**src/hdl/dnd_pkg.sv**
```systemverilog
`default_nettype none
// ----------------------------------------------------------------------------
// dnd_pkg
// Shared constants, codes and disc geometry for the neighbourhood
// dissimilarity block.
// ----------------------------------------------------------------------------
package dnd_pkg;

    localparam int DEF_MAX_WIDTH   = 64;
    localparam int DEF_MAX_HEIGHT  = 64;
    localparam int DEF_MAX_RADIUS  = 4;
    localparam int DEF_MARKER_BITS = 16;

    // coordinate registers hold up to 255, dimensions up to 256
    localparam int COORD_W = 8;
    localparam int DIM_W   = 9;
    localparam int OFS_W   = 4;    // signed disc offset, -4..4
    localparam int RAD_W   = 3;
    localparam int CNT_W   = 6;    // disc cell count, up to 49
    localparam int SUMX_W  = 6;    // growth of the sum over 48 neighbours

    localparam int CFG_IDX_W = 2;
    localparam int CFG_DAT_W = 7;
    localparam logic [CFG_IDX_W-1:0] CFG_GRID_WIDTH     = 2'd0;
    localparam logic [CFG_IDX_W-1:0] CFG_GRID_HEIGHT    = 2'd1;
    localparam logic [CFG_IDX_W-1:0] CFG_DENSITY_RADIUS = 2'd2;

    localparam logic [1:0] FUNC_WRITE        = 2'd0;
    localparam logic [1:0] FUNC_WRITE_UPDATE = 2'd1;
    localparam logic [1:0] FUNC_UPDATE       = 2'd2;
    localparam logic [1:0] FUNC_NONE         = 2'd3;

    // half height of a disc column: floor(sqrt(r*r - adx*adx))
    function automatic logic [RAD_W-1:0] half_len(input logic [RAD_W-1:0] r,
                                                  input logic [RAD_W-1:0] adx);
        logic [RAD_W-1:0] h;
        h = '0;
        case ({r, adx})
            {3'd1, 3'd0}: h = 3'd1;
            {3'd2, 3'd0}: h = 3'd2;
            {3'd2, 3'd1}: h = 3'd1;
            {3'd3, 3'd0}: h = 3'd3;
            {3'd3, 3'd1}: h = 3'd2;
            {3'd3, 3'd2}: h = 3'd2;
            {3'd4, 3'd0}: h = 3'd4;
            {3'd4, 3'd1}: h = 3'd3;
            {3'd4, 3'd2}: h = 3'd3;
            {3'd4, 3'd3}: h = 3'd2;
            default:      h = 3'd0;
        endcase
        return h;
    endfunction

    // cells in the disc, centre included
    function automatic logic [CNT_W-1:0] disc_count(input logic [RAD_W-1:0] r);
        logic [CNT_W-1:0] c;
        case (r)
            3'd1:    c = 6'd5;
            3'd2:    c = 6'd13;
            3'd3:    c = 6'd29;
            3'd4:    c = 6'd49;
            default: c = 6'd1;
        endcase
        return c;
    endfunction

endpackage
`default_nettype wire

```
**src/hdl/dnd_div.sv**
```systemverilog
`default_nettype none
// ----------------------------------------------------------------------------
// dnd_div
// Restoring divider, one quotient bit per cycle.
// ----------------------------------------------------------------------------
module dnd_div #(
    parameter int NW = 22
) (
    input  wire                      clk,
    input  wire                      rst_n,
    input  wire                      start,
    input  wire  [NW-1:0]            dividend,
    input  wire  [dnd_pkg::CNT_W-1:0] divisor,
    output logic                     busy,
    output logic [NW-1:0]            quotient
);
    import dnd_pkg::*;

    localparam int CW = $clog2(NW + 1);

    logic [CNT_W-1:0] rem_reg;
    logic [CNT_W-1:0] dvs_reg;
    logic [NW-1:0]    q_reg;
    logic [CW-1:0]    cnt_reg;
    logic             busy_reg;
    logic [CNT_W:0]   trial;

    assign trial    = {rem_reg, q_reg[NW-1]};
    assign busy     = busy_reg;
    assign quotient = q_reg;

    always_ff @(posedge clk or negedge rst_n)
    begin
        if (!rst_n)
        begin
            busy_reg <= 1'b0;
            cnt_reg  <= '0;
        end
        else if (start)
        begin
            busy_reg <= 1'b1;
            cnt_reg  <= CW'(NW);
        end
        else if (busy_reg)
        begin
            cnt_reg <= cnt_reg - 1'b1;
            if (cnt_reg == CW'(1))
            begin
                busy_reg <= 1'b0;
            end
        end
    end

    always_ff @(posedge clk)
    begin
        if (start)
        begin
            rem_reg <= '0;
            dvs_reg <= divisor;
            q_reg   <= dividend;
        end
        else if (busy_reg)
        begin
            if (trial >= {1'b0, dvs_reg})
            begin
                rem_reg <= CNT_W'(trial - {1'b0, dvs_reg});
                q_reg   <= {q_reg[NW-2:0], 1'b1};
            end
            else
            begin
                rem_reg <= trial[CNT_W-1:0];
                q_reg   <= {q_reg[NW-2:0], 1'b0};
            end
        end
    end

endmodule
`default_nettype wire

```
**config.mk**
```make
export PLATFORM = sky130hd
export DESIGN_NAME = dnd_div
export DESIGN_NICKNAME = d
export VERILOG_FILES = /design/src/hdl/dnd_pkg.sv /design/src/hdl/dnd_div.sv
export SDC_FILE = /design/constraint.sdc
export NUM_CORES = 1
export LEC_CHECK = 0
export BUFFER_PORTS_ARGS = -buffer_cell sky130_fd_sc_hd__buf_2
export CAP_MARGIN = 25
export CORE_MARGIN = 2
export CORE_UTILIZATION = 35
export CTS_CLUSTER_SIZE = 24
export DETAILED_ROUTE_END_ITERATION = 7
export MAX_ROUTING_LAYER = met4
export PLACE_DENSITY = 0.59
export SKIP_CTS_REPAIR_TIMING = 1
export SYNTH_ARGS = -nofsm -noshare
export SYNTH_HDL_FRONTEND = slang
export SYNTH_SLANG_ARGS = --single-unit
```
**constraint.sdc**
```tcl
create_clock -name clk -period 2.1 [get_ports clk]
set_input_delay 0.21 -clock clk [delete_from_list [all_inputs] [get_ports clk]]
set_output_delay 0.21 -clock clk [all_outputs]
set_load 0.01 [all_outputs]
```
After elaboration in Yosys (flattened, before gate mapping)
Index checks and enable logic that the tools add are counted.
Widths: inputs -> output; s select.
{ "word_totals": {"ff_bits": 40, "inputBits": 31, "wordCells": 19} }
{ "classes": {"add_sub_neg": 2, "order_cmp": 1, "eq_ne": 1, "muxes": 9, "reduce_logical": 1} }
{ "ops": {"columns": ["cell", "n"], "rows": [
  ["$mux 22", 2],
  ["$mux 5", 2],
  ["$ge 7x6->1", 1],
  ["$mux 6", 1],
  ["$sub 6x6->6", 1],
  ["$eq 5x1->1 const B", 1],
  ["$sub 5x1->5 const B", 1],
  ["$mux 1", 4],
  ["$reduce_bool 2->1", 1]
]} }

Longest topological paths before layout
{ "logic_depth": {"ltp_word": 4, "depth_mapped": 8} }

Least setup slack after synthesis
OpenSTA, ideal clock, no wires.
{ "synth_path": {"kind": "register to register", "start": "register dvs_reg[4]", "end": "register rem_reg[1]", "setup_ns": 0.127, "t_arrival_ns": 1.931, "slack_ns": 0.042, "path_stages_with_launch": 9, "n_path_buf": 1, "synth_period_minus_slack_ns": 2.058, "cell_sequence": "edfxtp_1 inv_1 ha_1 a21o_1 a211o_1 a41o_1 buf_6 nor4bb_1 or3_1"} }
{ "synth_between": {"elab_chain_len": 2} }
{ "synth_rtl": {"columns": ["element", "line", "source"], "rows": [
  ["start, declared", "dnd_div.sv:22", "logic [CNT_W-1:0] dvs_reg;"],
  ["start signal, assigned", "dnd_div.sv:59", "dvs_reg <= divisor;"],
  ["$ge 7x6->1", "dnd_div.sv:64", "if (trial >= {1'b0, dvs_reg})"],
  ["$mux 6", "dnd_div.sv:64", null],
  ["end signal, assigned", "dnd_div.sv:66", "rem_reg <= CNT_W'(trial - {1'b0, dvs_reg});"],
  ["end signal, assigned", "dnd_div.sv:71", "rem_reg <= trial[CNT_W-1:0];"],
  ["end, declared", "dnd_div.sv:21", "logic [CNT_W-1:0] rem_reg;"]
]} }
Every way passes these cells.
A chain may end at the register's enable or synchronous reset.

Worst setup path after layout
Ends and elaborated chain as after synthesis.

==> summary.txt <==
Status
  • Status: completed

Clock tree
  • Clk pin slew, worst setup/hold paths: 80 ps
  • Total CTS buffers: 5
  • Clk root buf: clkbuf_8
  • Max clock buf depth: 2
  • H-tree levels: 2
  • Clock Sinks: 40
  • Skew-Pair Late Insertion Delay: 290 ps
  • CTS tree: yes

Floorplanning
  • I/O pin count: 54
  • Die H: 79.4 um
  • Initial Utilization: 36.1%
  • Total die area: 6300 sq um
  • Die width: 79.4 um
  • Row count: 27
  • Core ar.: 5510 sq um

Setup path
  • Worst r2r dst: rem_reg[1]$_SDFFE_PP0P_
  • CP arrival: 2180 ps
  • Setup crit start kind: flip-flop
  • R2R depth: 7
  • CP Capture Type: flip-flop
  • Kind of critical path: reg -> reg
  • Worst Path Required: 2270 ps
  • Reg-to-reg startpoint: dvs_reg[4]$_DFFE_PP_
  • Critical-path maximum fanout: 5
  • Flop2flop setup slack: 90 ps

Power
  • P_leak: 1.09 nW
  • Pwr/cell area: 948 nW/um^2
  • Max IR drop VDD: 411 uV

Place
  • Detailed Place HPWL: 2790 um
  • Inst Count DP: 279
  • GP Congestion: 0.833
  • IO buf count: 53

Logic synthesis
  • Yosys top cell by area: edfxtp_1
  • FF+latch count, synth: 40
  • Yosys warns: 0
  • Post-synthesis cell area: 1990 sq um
  • Ys flop type: edfxtp_1
  • Synth Area per Inst: 12.8 sq um
  • Yosys top cell area share: 42.3%
  • Post-synth EDFFs: 28
  • Most common cell in the netlist: edfxtp_1
  • Synth cell count leaders: 28 x edfxtp_1, 22 x mux2_2, 11 x nor2_1
  • Distinct cell type count after synthesis: 35
  • Sequential share of the synthesized area: 55.8%
  • Cells after synthesis: 156
  • Top cells by area, synth: edfxtp_1 42%, mux2_2 12%, dfrtp_1 7.5%, dfxtp_1 6.0%, ha_1 5.7%
  • Ys async rst share: 15.0%
  • Post-synth net total: 197

Global routing
  • Largest net degree at the start of global routing: 33
  • Vias in the first global route: 1337
  • Antenna violations before repair: 0
  • First-pass GRT wire length: 6470 um
  • GRT Util Overall: 13.7%
  • Total grt overflow: 0

Cells and area
  • Number of flip-flops in the largest register: 22
  • Synthesis-to-finish area growth: 24.7%
  • Post-Layout Cell Count: 289
  • Layout cells sized above 1: 41.9%
  • Post-layout net count: 257
  • Fillers: 516
  • # diodes: 0

Drt
  • Total number of vias: 1389
  • DRC violations left: 0
  • DR iter-0 viols: 51
  • Via/cell ratio: 4.81
  • Avg WL per Cell: 13.3 um
  • Final WL: 3850 um
  • Routed Antenna Nets: 0
  • TritonRoute pass-1 iters: 4

STA
  • Setup_tns: 0 ps
  • Worst-Margin Slew: 543 ps
  • Final hold violation count: 0
  • Fmax: 0.497 GHz
  • Final setup viols: 0
  • Normalized max-slew margin: 63.8%
  • Final-report max-slew violation count: 0
  • Final min period: 2010 ps
  • RSZ-0062 raised after global routing: no
  • Fin Clk Skew: 9.73 ps
  • Tcrit/Tclk final: 95.8%
  • Final Hold Slack: 88.5 ps

Job
  • Maxcap violations: 0

Hold path
  • Worst hold start: divisor[3]
  • Hold Path End: dvs_reg[3]$_DFFE_PP_
  • Hold Path Cell Cnt: 1
  • Worst hold path class: in -> reg
-- worst max-delay path by stage --
stage | cells past startpoint | startpoint | slack (ps) | end
after floorplan | 8 | dvs_reg[4]$_DFFE_PP_ | 40 | rem_reg[1]$_SDFFE_PP0P_
after global placement | 7 | dvs_reg[4]$_DFFE_PP_ | 140 | rem_reg[1]$_SDFFE_PP0P_
after detailed placement | 7 | dvs_reg[4]$_DFFE_PP_ | 100 | rem_reg[1]$_SDFFE_PP0P_
after CTS | 7 | dvs_reg[4]$_DFFE_PP_ | 80 | rem_reg[1]$_SDFFE_PP0P_
after global routing | 7 | dvs_reg[4]$_DFFE_PP_ | 2 | rem_reg[1]$_SDFFE_PP0P_
final | 7 | dvs_reg[4]$_DFFE_PP_ | 90 | rem_reg[1]$_SDFFE_PP0P_
-- critical path, cell delays in order, from the launching register on --
cell	delay [ps]
edfxtp_1	360
inv_1	60
ha_1	230
a21o_1	180
a211o_1	280
a41o_1	260
nor4bb_1	150
or3_1	370
-- cells in the final DEF, fill, tap and decap left out, drive strengths merged, types with 2 or more instances in the layout --
cell and n:
a211oi 4, a21o 2, a21oi 4, buf 59
clkbuf 6, dfrtp 6, dfxtp 6, edfxtp 28
ha 9, inv 10, mux2 22, mux2i 3
nand2 8, nand2b 5, nor2 11, nor2b 2
nor3 2, nor3b 2, nor4b 2, o21ai 4
or3 2, xnor2 4, xor2 3
-- area by class of cell --
class	count	area, sq um	share of cell area [%]
inverter	10	37.5	1.51
multi-input combinational	99	811	32.7
tap	72	90.1	3.63
sequential	40	1110	44.8
timing repair buffer	60	324	13.1
clock buffer	6	72.6	2.92
clock inverter	2	35.0	1.41
-- stage by stage --
step | setup WS (ps) | utilization, % | power (mW) | cell area [sq um]
3_3_place_gp | 143 | 42.6 | 1.72 | 2350
3_5_place_dp | 105 | 42.6 | 1.72 | 2350
2_1_floorplan | 42.2 | - | 1.53 | 1990
4_1_cts | 78.2 | 44.6 | 2.35 | 2450
5_1_grt | 2.18 | 45.1 | 2.51 | 2480
6_report | 88.8 | 45.1 | 2.35 | 2480
-- logic make-up (layout without fill, tap and decap cells) --
logic type | Yosys count | in the layout | share of synthesized area (%)
adders and majority gates | 10 | 10 | 6.67
and+or+nand+nor | 38 | 38 | 10.3
DFF | 40 | 40 | 55.8
AOI/OAI and AO/OA | 19 | 19 | 6.48
muxes | 25 | 25 | 14.0
xor gates and xnor gates | 7 | 7 | 3.08
buffers and inverters | 17 | 78 | 3.65
-- per-layer routing --
metal / wire length [um] / GRT usage, %
met5: 0 / -
met4: 31 / 3.62
met3: 205 / 3.62
met2: 1820 / 20.8
met1: 1790 / 18.3
-- power by group --
| part | internal, mW | switching [mW] |
|---|---|---|
| clock network | 0.353 | 0.267 |
| registers | 0.968 | 0.0714 |
| logic | 0.362 | 0.331 |
| total | 1.68 | 0.670 |
Note: power is estimated with default switching activity, not from simulation.
